### config.mk
export PLATFORM = sky130hd
export DESIGN_NAME = ugb_ram
export DESIGN_NICKNAME = d
export VERILOG_FILES = /design/src/hw/rtl/ugb_ram.sv
export SDC_FILE = /design/constraint.sdc
export NUM_CORES = 1
export LEC_CHECK = 0
export BUFFER_PORTS_ARGS = -buffer_cell sky130_fd_sc_hd__clkbuf_2
export CORE_MARGIN = 5
export CORE_UTILIZATION = 65
export CTS_CLUSTER_DIAMETER = 60
export DETAILED_ROUTE_END_ITERATION = 12
export GPL_TIMING_DRIVEN = 0
export PLACE_DENSITY_LB_ADDON = 0.3
export RECOVER_POWER = 25
export SLEW_MARGIN = 0
export SYNTH_ARGS = -nofsm -noshare
export SYNTH_HDL_FRONTEND = slang
export SYNTH_SLANG_ARGS = --single-unit
export TNS_END_PERCENT = 50
### constraint.sdc
create_clock -name clk -period 3.05 [get_ports clk]
set_input_delay 0.61 -clock clk [delete_from_list [all_inputs] [get_ports clk]]
set_output_delay 0.61 -clock clk [all_outputs]
set_load 0.01 [all_outputs]
### src/hw/rtl/ugb_ram.sv
// generic single-port synchronous ram with registered read
module ugb_ram #(
	parameter int WIDTH = 8,
	parameter int DEPTH = 16
) (
	input  logic                     clk,
	input  logic                     we,
	input  logic [$clog2(DEPTH)-1:0] addr,
	input  logic [WIDTH-1:0]         wdata,
	output logic [WIDTH-1:0]         rdata
);
	logic [WIDTH-1:0] mem [DEPTH];

	always_ff @(posedge clk) begin
		if (we) begin
			mem[addr] <= wdata;
		end
		rdata <= mem[addr];
	end
endmodule

---- Yosys cells after proc, flatten, opt, wreduce, memory -nomap -nowiden ----
Memory sizes are Yosys's and may differ from the RTL's. A register that Yosys moved wholly into a read port is not among the register bits.
Index checks and enable logic that the tools add are counted.
word-level totals
  register bits after elaboration ......... 0
  RAM bits ................................ 128
  word-level logic and storage cells ...... 3
  memories kept ........................... 1
memories
  name  depth  width  read ports  clocked after memory_dff  wr ports  line  RTL
  mem   16     8      1           1                         1         12    logic [WIDTH-1:0] mem [DEPTH];
operators by class
  mux-type cells .......................... 2
operators by type and width
  operator           number
  two-way mux 1 bit  2

---- Longest topological paths before layout ----
  word-level depth ........................ 2
  gate-level depth with buffers ........... 5
  gate-level depth less buffers ........... 3

---- Least setup slack after synthesis ----
No wires, ideal clock.
  path kind ............................... input port to flip-flop
  start point ............................. input addr[2]
  end point ............................... memory mem[0][0], enable pin
  library setup time ...................... 383 ps
  data arrival time ....................... 1720 ps
  setup slack ............................. 947 ps
  stages on the path ...................... 2
  path buffers ............................ 0
  path through ............................ or3b_2 nor3_1
RTL lines
  what                line  RTL
  start: declaration  8     input logic [$clog2(DEPTH)-1:0] addr,
  end: declaration    12
Straight into the memory's write port.

---- Worst setup path after layout ----
  start point ............................. input addr[2]
  end point ............................... memory mem[0][1], enable pin
Straight into the memory's write port.

==> metrics.txt <==
synth top area cells edfxtp_1, mux4_2, dfxtp_1, a22oi_1, nor2_1; slew at the pin closest to its max-slew limit approximately 1.2 ns; number of nets still failing antenna checks after routing 0; most frequent cell after synthesis edfxtp_1; maximum buffer depth of the clock tree 2; pins over their slew limit 0; dpl hpwl around 6000 um; synthesized netlist net count 244; delay contributed by the slowest stage of the critical path 0.97 ns; hold_sp wdata[6]; Layout Cell Area excl Fill 5898 um2; count of different cell masters after synthesis 18; clock slew seen by the registers of the worst setup and hold paths 0.06 ns; final hold viol count 0; wire length of the first global-routing pass between 15000 and 20000 um; commonest cells in the synthesized netlist edfxtp_1, mux4_2, a22oi_1; post-cts gate resize count 0; crit path kind input port to flop; Yosys top cell area share 0.7585; cell type contributing the most total cell area after synthesis edfxtp_1; width of the chip 98.30 um; level count of the clock H-tree 4; Synth Flop Type edfxtp_1; GR Util All Layers 0.2366; main combinational cell family by area after synthesis multiplexers; Reg area 4004 um2; crit start category input port; slowest stage cell, crit path nor3_1; hold buffer count at CTS 0; slack of the worst reg-to-reg path 1.65 ns; largest net degree at the start of global routing 17; Area growth, synth to finish 16.40%; total power divided by cell area 746.6 nW/um2; area of the die 9662 um2; placement row count 32; XOR/XNOR share of the synthesized area 0; filler cell count 367; Post-CTS Setup Inserts 0; data arrival at the endpoint of the critical path 2.28 ns; status finished clean; vias in the first global route roughly 2600; CTS sink count 136; drt total wl 10520 um; share of the yosys chip area belonging to registers 0.7901; total of flip-flops plus latches after synthesis 136; Synth Area in Simple Gates 0.03210; core box area 7647 um2; routed len/inst between 20 and 30 um; LEAKAGE 1.919 nW; sequence of cells on the critical path clkbuf_2, or3b_2, nor3_1; highest clock rate 0.4649 GHz; shortest clock period the worst path allows after layout 2.151 ns; weighted congestion reported at the end of routability-driven placement between 0.7 and 0.8; antenna diode instance count 0; complex-gate fraction of the synthesized area 0.02370; smallest hold slack 0.5964 ns; unrepaired setup endpoints after global routing false; synthesized netlist cell count 230; summed instance area of the synthesized netlist 5067 um2; fin crit share 0.7053; launch instance of the worst register-to-register path mem[15][1]; highest ir drop seen on vdd 493.8 uV; initial antenna violation count 0; max-cap violations 0; Avg Vias per Cell 6.642; Crit Reg-Reg Endpoint rdata[1]; final total negative setup slack 0 ns; ports placed on the boundary 22; number of buffer cells added on primary ports 19; Root Buffer clkbuf_8; worst slew margin relative to its limit 0.1615; Nets between 200 and 300; Async SR Flop Fraction 0; area share of fa/ha/maj cells after synthesis 0; required arrival time at the worst endpoint between 3 and 4 ns; TritonCTS clock tree built; number of iterations in the first detailed-routing pass 7; endpoint class of the critical path flop; cells on worst reg2reg path 3; Min-Delay Endpoint mem[15][6]; number of failing setup endpoints in the final timing report 0; crit path max fanout 8; Yosys warning count 0; Starting DRT DRC Count 301; worst hold-check path type input port to flop; Remaining DRCs 0; Max Clock Skew approximately 0.0057 ns; instance area after placement 5290 um2; clock latency at the later pin of the worst-skew pair 0.52 ns; initial cell density of the core 0.6626; hold path depth 1; number of synthesized flops with an enable pin about 130; layout cell share with drive strength beyond 1 0.2954; Inserted Clock Buffers 17; synthesized area per cell 22.03 um2; multiplexer share of the synthesized area 0.1422; Remaining Overflow, GRT 0; Multi-input gate area roughly 1000 um2; Vert. Die Dim 98.30 um; routed via count roughly 2500
-- through the flow --
step           cells    util  setup slack [ns]  power (mW)
2_1_floorplan    230       -            0.9470       2.251
5_1_grt          383  0.7713            0.8163       4.518
3_3_place_gp     351  0.6918            0.3769       2.328
3_5_place_dp     351  0.6918            0.2932       2.339
4_1_cts          383  0.7723            0.9057       4.403
6_report         383  0.7713            0.8989       4.404
-- worst max-delay path, delay by kind of cell --
kind | cells | cell delay, ns
buffers and inverters | 1 | 0.16
AND/OR/NAND/NOR | 2 | 1.51
-- cells in the final DEF, fill, tap and decap left out, types with 2 or more instances in the layout --
cell / instances
a22oi_1: 16
buf_1: 4
buf_2: 2
buf_6: 2
bufinv_16: 4
clkbuf_1: 8
clkbuf_16: 16
clkbuf_2: 14
clkinv_2: 3
clkinv_4: 4
clkinvlp_4: 3
dfxtp_1: 8
edfxtp_1: 128
mux4_2: 32
nand2_1: 9
nand2b_1: 2
nand3b_1: 2
nor2_1: 13
nor2b_1: 2
nor3_1: 4
-- cell families (layout without fill, tap and decap cells) --
family | count (synthesis) | count (layout)
flops | 136 | 136
compound gates | 16 | 16
simple gates | 35 | 35
mux | 32 | 32
buf+inv | 11 | 62
-- power breakdown --
| group | internal (mW) | switching (mW) | total, mW |
|---|---|---|---|
| combinational | 0.0776 | 0.126 | 0.204 |
| clock | 1.33 | 0.768 | 2.10 |
| sequential | 2.09 | 0.0130 | 2.10 |
-- registers in the layout (all words and copies together) (netlist names) --
register and flops:
mem 128, rdata 8
-- layout make-up --
| type | instances | share of cell area |
|---|---|---|
| plain buffers | 11 | 0.01018 |
| clock buffers | 17 | 0.07022 |
| clock inverters | 15 | 0.03415 |
| multi-input cells | 83 | 0.1701 |
| flip-flops and latches | 136 | 0.6788 |
| well taps | 102 | 0.02164 |
| repair buffers | 19 | 0.01485 |
-- how the worst max path moves through the flow --
| stage | startpoint | to | slack [ns] | depth (start not counted) |
|---|---|---|---|---|
| 2_1_floorplan | addr[2] | mem[0][0] | 0.95 | 2 |
| 4_1_cts | addr[2] | mem[0][1] | 0.91 | 3 |
| 3_5_place_dp | addr[2] | mem[0][0] | 0.29 | 3 |
| 5_1_grt | addr[2] | mem[0][6] | 0.82 | 3 |
| 3_3_place_gp | addr[2] | mem[0][0] | 0.38 | 3 |
| 6_report | addr[2] | mem[0][1] | 0.90 | 3 |
-- routing by layer --
layer | track usage | part of all wire | up-vias
li1 | - | - | 1035
met1 | 0.3163 | 0.37 | 1268
met2 | 0.3739 | 0.50 | 201
met4 | 0.1071 | 0.037 | 0
met5 | 0 | 0 | -
met3 | 0.05857 | 0.093 | 40
No activity file was read; power rests on OpenSTA's default activity.
