File: config.mk
export PLATFORM = sky130hd
export DESIGN_NAME = ugb_divider
export DESIGN_NICKNAME = d
export VERILOG_FILES = /design/src/hw/rtl/ugb_pkg.sv /design/src/hw/rtl/ugb_divider.sv
export SDC_FILE = /design/constraint.sdc
export NUM_CORES = 1
export LEC_CHECK = 0
export CAP_MARGIN = 25
export CORE_UTILIZATION = 58
export DETAILED_ROUTE_END_ITERATION = 7
export DONT_BUFFER_PORTS = 1
export HOLD_SLACK_MARGIN = 0.15
export PLACE_DENSITY = 0.72
export SETUP_SLACK_MARGIN = 0.1
export SLEW_MARGIN = 20
export SYNTH_ARGS = -nofsm -noshare
export SYNTH_HDL_FRONTEND = slang
export SYNTH_SLANG_ARGS = --single-unit
export TNS_END_PERCENT = 100
File: constraint.sdc
create_clock -name clk -period 3.8 [get_ports clk]
set_clock_uncertainty 0.2 [all_clocks]
set_input_delay 0 -clock clk [delete_from_list [all_inputs] [get_ports clk]]
set_output_delay 0 -clock clk [all_outputs]
set_load 0.02 [all_outputs]
File: src/hw/rtl/ugb_pkg.sv
// shared types and codes for the uniform grid broadphase
package ugb_pkg;

	typedef enum logic [1:0] {
		OP_CLEAR    = 2'd0,
		OP_ADD      = 2'd1,
		OP_NEIGHBOR = 2'd2,
		OP_BUCKET   = 2'd3
	} op_t;

	typedef enum logic [2:0] {
		ST_OK    = 3'd0,
		ST_FULL  = 3'd1,
		ST_LIMIT = 3'd2,
		ST_RANGE = 3'd3,
		ST_ZERO  = 3'd4
	} status_t;

	typedef enum logic [1:0] {
		REG_EDGE_LEN = 2'd0,
		REG_COLUMNS  = 2'd1,
		REG_ROWS     = 2'd2
	} reg_idx_t;

	typedef enum logic [3:0] {
		S_INIT,
		S_IDLE,
		S_CLEAR,
		S_DIV,
		S_DISPATCH,
		S_FILL_RD,
		S_FILL_WAIT,
		S_FILL_USE,
		S_ENT_RD,
		S_ENT_WAIT,
		S_OUT_WAIT,
		S_FINISH
	} state_t;

	localparam int POS_BITS = 20;
	localparam int MAG_BITS = 19;
	localparam int CW_BITS  = 16;
	localparam int FILL_BITS = 3;

endpackage

File: src/hw/rtl/ugb_divider.sv
// restoring divider, one quotient bit per cycle
module ugb_divider (
	input  logic                            clk,
	input  logic                            arst_n,
	input  logic                            start,
	input  logic [ugb_pkg::MAG_BITS-1:0]    dividend,
	input  logic [ugb_pkg::CW_BITS-1:0]     divisor,
	output logic                            done,
	output logic [ugb_pkg::MAG_BITS-1:0]    quotient
);
	import ugb_pkg::*;

	logic [MAG_BITS-1:0] quo_q;
	logic [CW_BITS:0]    rem_q;
	logic [4:0]          cnt_q;
	logic                busy_q;
	logic                done_q;
	logic [CW_BITS:0]    trial;
	logic [CW_BITS:0]    shifted;

	always_comb begin
		shifted = {rem_q[CW_BITS-1:0], quo_q[MAG_BITS-1]};
		trial   = shifted - {1'b0, divisor};
	end

	always_ff @(posedge clk or negedge arst_n) begin
		if (!arst_n) begin
			busy_q <= 1'b0;
			cnt_q  <= '0;
			done_q <= 1'b0;
		end else begin
			// quotient is complete the cycle after the last step
			done_q <= busy_q && (cnt_q == 5'd1);
			if (start) begin
				busy_q <= 1'b1;
				cnt_q  <= 5'(MAG_BITS);
			end else if (busy_q) begin
				cnt_q <= cnt_q - 5'd1;
				if (cnt_q == 5'd1) begin
					busy_q <= 1'b0;
				end
			end
		end
	end

	always_ff @(posedge clk) begin
		if (start) begin
			quo_q <= dividend;
			rem_q <= '0;
		end else if (busy_q) begin
			if (!trial[CW_BITS]) begin
				rem_q <= trial;
				quo_q <= {quo_q[MAG_BITS-2:0], 1'b1};
			end else begin
				rem_q <= shifted;
				quo_q <= {quo_q[MAG_BITS-2:0], 1'b0};
			end
		end
	end

	assign done     = done_q;
	assign quotient = quo_q;
endmodule

Word level (Yosys, flattened, before mapping)
Cells that the tools add are included.
- equal/unequal tests: 1
- reduce and logical (&&, ||, !) cells: 2
- add/subtract/negate cells: 2
- mux-type cells: 9
- operators by type and width (operator ; number):
    2-to-1 mux 19 bit ; 2
    subtractor 17 x 16 -> 17 bit ; 1
    2-to-1 mux 16 bit ; 1
    2-to-1 mux 5 bit ; 2
    == test 5 x 1 -> 1 bit, second input constant ; 1
    subtractor 5 x 1 -> 5 bit, second input constant ; 1
    2-to-1 mux 1 bit ; 4
    nonzero test 2 bit ; 1
    logical AND 1 bit ; 1
- bits of input ports: 38
- register bits: 42

Depth between registers and ports, before layout
Gate-level depths: netlist of run 1.
- word-level depth: 4
- depth in mapped cells: 10
- mapped depth without buffers: 9

Least setup slack after synthesis of run 1
No wires, ideal clock.
- kind: register to register
- start: reg quo_q[18], in the netlist quotient[18]
- end: reg rem_q[11]
- path slack: 1128 ps
- period minus slack after synthesis: 2672 ps
- cell stages (with the launch flop): 11
- arrival time: 2342 ps
- setup time: 130 ps
- required time: 3470 ps
- cells stage by stage: edfxtp_1 > inv_1 > ha_1 > fa_1 > nand2b_1 > a21oi_4 > o21ai_2 > o311a_2 > buf_6 > a41oi_1 > o31ai_1
- longest elaborated chain between the ends: 2
- ends and longest elaborated chain (what ; line ; RTL):
    start, declared ; ugb_divider.sv:13 ; logic [MAG_BITS-1:0] quo_q;
    start signal, assigned ; ugb_divider.sv:48 ; quo_q <= dividend;
    start signal, assigned ; ugb_divider.sv:53 ; quo_q <= {quo_q[MAG_BITS-2:0], 1'b1};
    start signal, assigned ; ugb_divider.sv:56 ; quo_q <= {quo_q[MAG_BITS-2:0], 1'b0};
    subtractor 17 x 16 -> 17 bit ; ugb_divider.sv:23 ; trial = shifted - {1'b0, divisor};
    2-to-1 mux 16 bit ; ugb_divider.sv:51 ; if (!trial[CW_BITS]) begin
    end signal, assigned ; ugb_divider.sv:52 ; rem_q <= trial;
    end signal, assigned ; ugb_divider.sv:55 ; rem_q <= shifted;
    end, declared ; ugb_divider.sv:14 ; logic [CW_BITS:0] rem_q;
Every way passes these cells.
A chain may end at the register's enable or synchronous reset.

Worst setup path after layout of run 1
- start: reg quo_q[18], in the netlist quotient[18]
- end: reg rem_q[1]
Same word-level chain as after synthesis.

==> impl_metrics.yaml, run 1 <==
outcome:
  outcome: "completed"
finish:
  drive_gt1_share_pct: 13.1
  fin_nets: 407
  area_growth_pct: 15.5
  antenna_cells: 0
  final_cell_count_no_fill: 418
  final_util_pct: 71.6
  fillers: 367
hold_path:
  min_path_type: "in2reg"
  hold_depth: 5
  min_to: "rem_q[9]$_SDFFE_PP0P_"
  min_from: "divisor[9]"
route:
  wl_met3_microns: 450
  wl_per_cell_microns: 17.6
  finalWirelength_microns: 7370
  vias: 2564
  top_layer: "met4"
  drt-vias-per-instance: 6.13
  final_antenna_net_count: 0
  met2_length_microns: 3470
  wl_met1_microns: 3280
  firstDrtPassIters: 4
  drtIter0Drc: 163
  route.detailed.drc: 0
pwr:
  clockPowerShare_pct: 16.4
  peakVddDrop_mv: 0.232
  p_sw_uw: 698
  power_density_nw_per_um2: 499
  pwr-share-seq_pct: 38.4
  p_int_uw: 1050
  power_uw: 1740
  power_switching_share_pct: 40.0
  comb_power_share_pct: 45.2
  power_leakage_uw: 0.00142
clock_tree:
  cts-htree-levels: 2
  cts_buffer_depth: 2
  worstSkewPairLatency_ns: 0.30
  cts_setup_buffers: 0
  cts_sinks: 42
  cts_resized: 0
  cts_tree: "done"
  clock-root-buffer: "clkbuf_8"
  cts.clk_slew.worst_paths_ns: 0.09
  numCtsBuffers: 5
  hold_buffers: 39
placement:
  io_buffer_count: 0
  place_inst: 371
  hpwl_microns: 4700
  gp_congestion: 0.897
global_routing:
  grt_overflow: 0
  grtUsageTotal_pct: 28.3
  grt_max_degree: 50
  grt_pass1_vias: 2475
  grt_pass1_wl_microns: 11600
  antenna_found_initial: 0
sta:
  period_needed_ns: 3.21
  slew_viol_final: 0
  min_period_over_period_pct: 84.4
  slew_headroom_pct: 48.5
  tightest_slew_ns: 0.768
  setup_viol: 0
  setup_tns_ns: 0
  fmax_mhz: 312
  rsz0062_at_grt: "false"
  hold_viol: 0
  fin_worst_hold_slack_ns: 0.157
synth:
  ys_types: 57
  yosysWarnings: 0
  ys_seq_elements: 42
  syn-cell-area_sq_um: 3030
  ys_seq_area_share_pct: 35.2
  synthTopCellsByArea: "edfxtp_1, dfxtp_1, ha_1"
  netlist_instances: 322
  syn_avg_cell_area_sq_um: 9.40
  syn_nets: 379
  yosysTopAreaCellShare_pct: 18.9
  yosys.area.top_type: "edfxtp_1"
setup_path:
  rr_worst_depth: 10
  critPathKind: "reg2reg"
  crit_family: "compound AO/OA/AOI/OAI gates"
  crit_start: "quotient[18]$_DFFE_PP_"
  end_kind: "register"
  critPathMaxStageDelay_ns: 0.58
  crit_buf_inv: 2
  r2r-start: "quotient[18]$_DFFE_PP_"
  rrSetupSlack_ns: 0.59
  critPathLaunchType: "register"
  crit_fanout: 7
  crit_chain: "inv_1 > ha_1 > fa_1 > nand2b_1 > a21oi_4 > o21ai_2 > o21ai_0 > mux2i_1 > a21oi_1 > dlygate4sd3_1"
  rr_endpoint: "rem_q[1]$_SDFFE_PP0P_"
  cp.arrival_ns: 3.20
  critPathSlowestCell: "dlygate4sd3_1"
  cp.depth: 10
  cp.required_ns: 3.79
floorplan:
  core_sq_um: 4880
  die_height_microns: 74.2
  rows: 25
  die_area_sq_um: 5510
  start_util_pct: 62.0
  ios: 58
  die_w_microns: 74.2
job:
  cap_violations: 0
layout by cell type, fill, tap and decap left out, types with 2 or more instances in the layout:
cell type / Yosys / final
o21ai_0: 13 / 13
dlygate4sd3_1: 0 / 38
nand4_1: 9 / 9
a211oi_1: 8 / 8
dfxtp_1: 16 / 16
xnor2_1: 9 / 9
nor2b_1: 2 / 2
nand2_1: 20 / 20
nor2_1: 23 / 23
mux2i_1: 2 / 2
edfxtp_1: 19 / 19
o31ai_1: 10 / 10
a21oi_1: 20 / 20
and2_1: 2 / 2
nor4_1: 5 / 5
o211ai_2: 2 / 2
a21o_1: 3 / 3
buf_4: 1 / 2
clkbuf_8: 0 / 5
or2_2: 2 / 2
a311oi_1: 5 / 5
a31oi_1: 2 / 2
a41oi_1: 5 / 5
inv_1: 22 / 22
o21ai_1: 2 / 2
nor3_2: 3 / 4
mux2_2: 18 / 18
dfrtp_1: 7 / 7
xor2_1: 4 / 4
ha_1: 18 / 18
nand2b_1: 11 / 11
nor3_1: 5 / 4
nor3b_1: 7 / 7
or3_1: 2 / 2
nand3_1: 2 / 2
o21bai_1: 4 / 4
o21a_1: 2 / 2
kinds of logic after synthesis:
kind of cell,Yosys count,synth area share (%)
AOI/OAI and AO/OA,89,21.7
buffers and inverters,42,6.70
muxes,20,7.36
DFF,42,35.2
and+or+nand+nor,97,17.1
adders and majority gates,19,8.11
xor gates and xnor gates,13,3.76
tightest hold or removal path, stage by stage:
cell and delay [ns]:
inv_1 0.04, ha_1 0.22, o21ai_0 0.11, a21oi_1 0.16, a211oi_1 0.08
cell usage after synthesis (all sizes together):
cell / count
dfxtp: 16
buf: 13
mux2: 18
o21a: 3
nor2b: 2
nand3: 2
or2b: 1
a22oi: 1
xnor2: 9
dfrtp: 7
nor2: 23
nor3b: 7
nand4: 9
or2: 2
o211ai: 3
nor3: 8
fa: 1
mux2i: 2
o21ai: 16
a211oi: 9
and3: 1
o31ai: 10
inv: 22
and2: 2
or3: 2
a21o: 3
o311a: 2
nand2: 20
o311ai: 2
a21oi: 22
xor2: 4
o21bai: 5
nand2b: 11
ha: 18
a311oi: 5
and3b: 1
or4b: 1
edfxtp: 19
a31oi: 2
a41oi: 5
o2111ai: 1
nor4: 5
clkbuf: 7
state kept, by name, summed over array words and instances, names as in the netlist:
name	cells
quotient	19
done	1
busy_q	1
cnt_q	5
rem_q	16
layer usage:
metal | vias to the layer above | global-route usage (%)
li1 | 1241 | -
met4 | 0 | 11.5
met1 | 1212 | 35.8
met2 | 93 | 47.3
met3 | 18 | 5.96
met5 | - | 0
layout make-up:
cell class | count | area (sq um) | share of cell area, %
sequential | 42 | 1070 | 30.5
clock buffer | 5 | 68.8 | 1.97
inverter | 22 | 82.6 | 2.36
timing repair buffer | 41 | 415 | 11.9
clock inverter | 3 | 16.3 | 0.465
tap | 67 | 83.8 | 2.40
multi-input combinational | 238 | 1760 | 50.4
per-stage QoR:
| stage | instance area, sq um | setup WS, ns |
|---|---|---|
| 3_3_place_gp | 3000 | 0.854 |
| 4_1_cts | 3490 | 0.633 |
| 2_1_floorplan | 3030 | 1.13 |
| 5_1_grt | 3490 | 0.444 |
| 3_5_place_dp | 3010 | 0.779 |
| 6_report | 3490 | 0.592 |
how the worst max path moves through the flow:
stage / slack (ns) / endpoint
global route: 0.44 / rem_q[1]$_SDFFE_PP0P_
finish: 0.59 / rem_q[1]$_SDFFE_PP0P_
global placement: 0.85 / quotient[0]$_DFFE_PP_
CTS: 0.63 / rem_q[1]$_SDFFE_PP0P_
detailed placement: 0.78 / quotient[0]$_DFFE_PP_
floorplan: 1.13 / rem_q[11]$_SDFFE_PP0P_
power by group through the flow:
stage          Clock, uW  Combinational [uW]  Sequential (uW)
5_1_grt              307                 873              679
3_5_place_dp           0                 700              674
4_1_cts              287                 774              664
2_1_floorplan          0                 627              642
3_3_place_gp           0                 684              673
6_report             287                 788              669
Note: power is estimated with default switching activity, not from simulation.
==> inputs of run 2 (changes only) <==
--- a/config.mk
+++ b/config.mk
@@ -5,6 +5,7 @@
 export SDC_FILE = /design/constraint.sdc
 export NUM_CORES = 1
 export LEC_CHECK = 0
+export ABC_AREA = 1
 export CAP_MARGIN = 25
 export CORE_UTILIZATION = 58
 export DETAILED_ROUTE_END_ITERATION = 7
==> constraint.sdc (replaced) <==
create_clock -name clk -period 3 [get_ports clk]
set_clock_uncertainty 0.2 [all_clocks]
set_input_delay 0 -clock clk [delete_from_list [all_inputs] [get_ports clk]]
set_output_delay 0 -clock clk [all_outputs]
set_load 0.02 [all_outputs]
==> run 2 against run 1 <==
Register-to-register slack worse by 0.31 ns. Highest routed layer unchanged. Largest cell class unchanged. Clock-buffer cell count unchanged. Largest power group unchanged. Global-route usage down 0.20 points. Critical path type unchanged. Sequential power up 31%. Critical path depth up 3. Utilization up 1.5 points.
==> impl_metrics.yaml, run 2 <==
outcome:
  outcome: "completed"
placement:
  hpwl_microns: 4870
  io_buffer_count: 0
  placed_area_sq_um: 3050
  post-place-ws_ns: 0.367
  gp_congestion: 0.880
finish:
  layout_commonest_cell: "nand2_1"
  seq_area_sq_um: 1070
  final_util_pct: 73.1
  largest_reg_flops: 19
  fillers: 413
  final_cell_mix: "nand2_1, inv_1, dlygate4sd3_1"
  multi_input_area_sq_um: 1560
  area_growth_pct: 17.9
  antenna_cells: 0
  drive_gt1_share_pct: 4.19
  final_cell_area_sq_um: 3540
  fin_nets: 557
route:
  top_layer: "met4"
  final_antenna_net_count: 0
  drt-vias-per-instance: 4.95
  wl_per_cell_microns: 12.8
  route.detailed.drc: 0
  firstDrtPassIters: 4
  vias: 2814
  met2_length_microns: 3610
  drtIter0Drc: 147
  wl_met3_microns: 312
  wl_met1_microns: 3260
  finalWirelength_microns: 7260
global_routing:
  grt_max_degree: 27
  antenna_found_initial: 0
  grt_pass1_vias: 2604
  grt_pass1_wl_microns: 11700
  grtUsageTotal_pct: 28.1
  grt_overflow: 0
floorplan:
  die_w_microns: 74.0
  die_height_microns: 74.0
  core_sq_um: 4850
  ios: 58
  die_area_sq_um: 5470
  start_util_pct: 62.0
  rows: 25
clock_tree:
  cts_buffer_depth: 2
  worstSkewPairLatency_ns: 0.30
  cts_sinks: 42
  cts-htree-levels: 2
  cts.clk_slew.worst_paths_ns: 0.09
  cts_tree: "done"
  clock-root-buffer: "clkbuf_8"
  cts_resized: 0
  numCtsBuffers: 5
setup_path:
  end_kind: "register"
  critPathLaunchType: "register"
  cp.required_ns: 2.82
  rr_worst_depth: 13
  cp.arrival_ns: 2.54
  crit_fanout: 17
  critPathKind: "reg2reg"
  rrSetupSlack_ns: 0.29
synth:
  yosys.area.top_type: "nand2_1"
  synthArstFlopShare_pct: 16.7
  synth_flop_cell: "edfxtp_1"
  post-synth-top-count-cell: "nand2_1"
  syn-cell-area_sq_um: 3010
  syn_avg_cell_area_sq_um: 6.46
  synth-edff-count: 19
  netlist_instances: 465
  syn_nets: 522
  yosysWarnings: 0
  synth_common_cells: "nand2_1, inv_1, nand3_1"
  yosysTopAreaCellShare_pct: 26.2
  ys_seq_area_share_pct: 35.5
  ys_types: 26
  ys_seq_elements: 42
  synthTopCellsByArea: "nand2_1, edfxtp_1, inv_1"
pwr:
  power_leakage_uw: 0.00201
  power_density_nw_per_um2: 797
  peakVddDrop_mv: 0.485
sta:
  slew_viol_final: 0
  min_period_over_period_pct: 90.5
  rsz0062_at_grt: "false"
  slew_headroom_pct: 36.8
  setup_tns_ns: 0
  fin_ws_ns: 0.286
  fmax_mhz: 368
  period_needed_ns: 2.71
  setup_viol: 0
  tightest_slew_ns: 0.945
  hold_viol: 0
hold_path:
  hold_depth: 9
  min_path_type: "in2reg"
job:
  cap_violations: 0
run 2: final cells by class:
type	count	area share, %
Multi-Input combinational cell	325	43.9
Timing Repair Buffer	37	10.4
Tap cell	67	2.36
Clock buffer	5	1.94
Clock inverter	3	1.94
Inverter	89	9.42
Sequential cell	42	30.1
run 2: timing repair:
item	CTS	global route
endpoints found under the hold margin	48	0
hold buffers	36	0
buffers inserted	0	0
run 2: cells by family after synthesis:
family | Yosys count | synth area share [%]
xor gates and xnor gates | 7 | 2.04
AOI/OAI and AO/OA | 20 | 3.41
adders and majority gates | 19 | 8.16
and+or+nand+nor | 279 | 38.1
DFF | 42 | 35.5
buffers and inverters | 98 | 12.8
run 2: path summary, 6_finish.rpt:
check,startpoint,end
max,quotient[18]$_DFFE_PP_,quotient[0]$_DFFE_PP_
min,divisor[12],rem_q[12]$_SDFFE_PP0P_
max reg2reg,quotient[18]$_DFFE_PP_,quotient[0]$_DFFE_PP_
min reg2reg,rem_q[5]$_SDFFE_PP0P_,rem_q[5]$_SDFFE_PP0P_
max in group asynchronous,arst_n,cnt_q[0]$_DFFE_PN0P_
min in group asynchronous,arst_n,cnt_q[4]$_DFFE_PN0P_
run 2: metal layers:
layer  up-vias  track usage (%)
met4         0             9.40
li1       1482                -
met3         8             4.34
met1      1262             35.9
met2        62             48.6
met5         -                0
run 2: critical path: stages (launching register included):
cell      delay [ns]
edfxtp_1        0.48
inv_1           0.11
ha_1            0.24
fa_1            0.42
inv_1           0.09
nand2_1         0.06
nand2_1         0.10
nand3_1         0.09
nand2_2         0.10
nand2_2         0.07
nand2_1         0.09
nand2_1         0.09
nand2_4         0.19
o21ai_0         0.11
run 2: stage by stage:
| step | hold slack (ns) | total power [uW] | cells |
|---|---|---|---|
| finish | 0.208 | 2820 | 568 |
| floorplan | -0.496 | 1970 | 465 |
| global route | 0.224 | 3080 | 568 |
| CTS | 0.207 | 2800 | 568 |
| detailed placement | -0.495 | 2200 | 524 |
| global placement | -0.495 | 2180 | 524 |
run 2: power breakdown:
group | internal (uW) | switching, uW
clock network | 334 | 211
registers | 734 | 141
logic | 514 | 891
total | 1580 | 1240
==> inputs of run 3 (changes only) <==
--- a/config.mk
+++ b/config.mk
@@ -12,6 +12,7 @@
 export DONT_BUFFER_PORTS = 1
 export HOLD_SLACK_MARGIN = 0.15
 export PLACE_DENSITY = 0.72
+export RECOVER_POWER = 100
 export SETUP_SLACK_MARGIN = 0.1
 export SLEW_MARGIN = 20
 export SYNTH_ARGS = -nofsm -noshare
==> run 3 against run 2 <==
Worst hold slack got worse by 0.0018 ns. Worst setup slack got worse by 0.030 ns. Cell count did not move. Non-clock buffer count did not move. Global-route usage did not move. Clock power barely moved. Register-to-register slack got worse by 0.03 ns. Total power barely moved. Routed wire length barely moved.
==> impl_metrics.yaml, run 3 (synthesized netlist as in run 2, its figures left out) <==
floorplan:
  die_w_microns: 74.0
  rows: 25
  core_sq_um: 4850
  die_area_sq_um: 5470
  die_height_microns: 74.0
  start_util_pct: 62.0
  ios: 58
global_routing:
  grt_overflow: 0
  grt_pass1_wl_microns: 11700
  grt_max_degree: 27
  antenna_found_initial: 0
  grtUsageTotal_pct: 28.1
  grt_pass1_vias: 2604
pwr:
  power_density_nw_per_um2: 797
  power_leakage_uw: 0.00201
  peakVddDrop_mv: 0.485
  power_uw: 2820
setup_path:
  r2r-start: "quotient[18]$_DFFE_PP_"
  crit_start: "quotient[18]$_DFFE_PP_"
  critPathLaunchType: "register"
  end_kind: "register"
  cp.arrival_ns: 2.57
  crit_fanout: 17
  cp.required_ns: 2.83
  critPathKind: "reg2reg"
  rr_worst_depth: 13
sta:
  setup_viol: 0
  period_needed_ns: 2.74
  min_period_over_period_pct: 91.5
  slew_headroom_pct: 17.8
  rsz0062_at_grt: "false"
  fmax_mhz: 364
  setup_tns_ns: 0
  slew_viol_final: 0
  hold_viol: 0
  tightest_slew_ns: 1.23
finish:
  final_cell_mix: "nand2_1, inv_1, dlygate4sd3_1"
  fillers: 415
  drive_gt1_share_pct: 3.79
  multi_input_area_sq_um: 1550
  antenna_cells: 0
  final_cell_area_sq_um: 3540
  area_growth_pct: 17.8
  fin_nets: 557
  seq_area_sq_um: 1070
  layout_commonest_cell: "nand2_1"
  largest_reg_flops: 19
hold_path:
  hold_depth: 9
  min_from: "divisor[12]"
  min_path_type: "in2reg"
route:
  finalWirelength_microns: 7260
  wl_per_cell_microns: 12.8
  drtIter0Drc: 141
  firstDrtPassIters: 4
  final_antenna_net_count: 0
  drt-vias-per-instance: 5.01
  route.detailed.drc: 0
  vias: 2845
clock_tree:
  numCtsBuffers: 5
  cts.clk_slew.worst_paths_ns: 0.09
  cts_setup_buffers: 0
  cts_resized: 0
  cts_sinks: 42
  cts_tree: "done"
  worstSkewPairLatency_ns: 0.31
  hold_buffers: 36
  clock-root-buffer: "clkbuf_8"
  cts_buffer_depth: 2
  cts-htree-levels: 2
placement:
  placed_area_sq_um: 3050
  hpwl_microns: 4870
  gp_congestion: 0.880
  io_buffer_count: 0
job:
  cap_violations: 0
outcome:
  outcome: "completed"
-- run 3: path summary, 6_finish.rpt --
check                           slack [ns]                endpoint
max in group asynchronous             2.01    cnt_q[0]$_DFFE_PN0P_
worst max register to register        0.26   quotient[0]$_DFFE_PP_
worst max-delay path                  0.26   quotient[0]$_DFFE_PP_
worst min-delay path                  0.21  rem_q[12]$_SDFFE_PP0P_
min in group asynchronous             0.35    cnt_q[4]$_DFFE_PN0P_
worst min register to register        0.27   rem_q[5]$_SDFFE_PP0P_
-- run 3: final cells by class --
class                           instances  area share, %
Clock inverter                          3           1.94
Inverter                               89           9.44
Clock buffer                            5           1.94
Multi-Input combinational cell        325           43.8
Tap cell                               67           2.37
Timing Repair Buffer                   37           10.4
Sequential cell                        42           30.1
-- run 3: through the flow --
step	instances	utilization, %	setup WS (ns)	hold WS [ns]
2_1_floorplan	465	-	0.558	-0.496
3_3_place_gp	524	62.8	0.425	-0.495
3_5_place_dp	524	62.8	0.367	-0.495
4_1_cts	568	73.1	0.329	0.207
5_1_grt	568	73.0	0.0688	0.224
6_report	568	73.0	0.256	0.206
-- run 3: report_power, final --
group          internal [uW]  total (uW)  switching, uW  leakage [uW]
sequential               734         875            141      0.000422
combinational            512        1400            889       0.00152
clock                    334         546            213     0.0000683
total                   1580        2820           1240       0.00201
-- run 3: worst max-delay path, cell delays in order (launching register included) --
cell	delay (ns)
edfxtp_1	0.49
inv_1	0.11
ha_1	0.24
fa_1	0.42
inv_1	0.09
nand2_1	0.06
nand2_1	0.10
nand3_1	0.07
nand2_1	0.13
nand2_2	0.08
nand2_1	0.09
nand2_1	0.09
nand2_4	0.19
o21ai_0	0.11
-- run 3: per-layer routing --
layer | share of wire [%] | global-route usage (%) | up-vias
met1 | 45 | 35.9 | 1281
met4 | 1.1 | 9.40 | 0
li1 | - | - | 1482
met2 | 50 | 48.6 | 74
met3 | 4.5 | 4.34 | 8
met5 | 0 | 0 | -
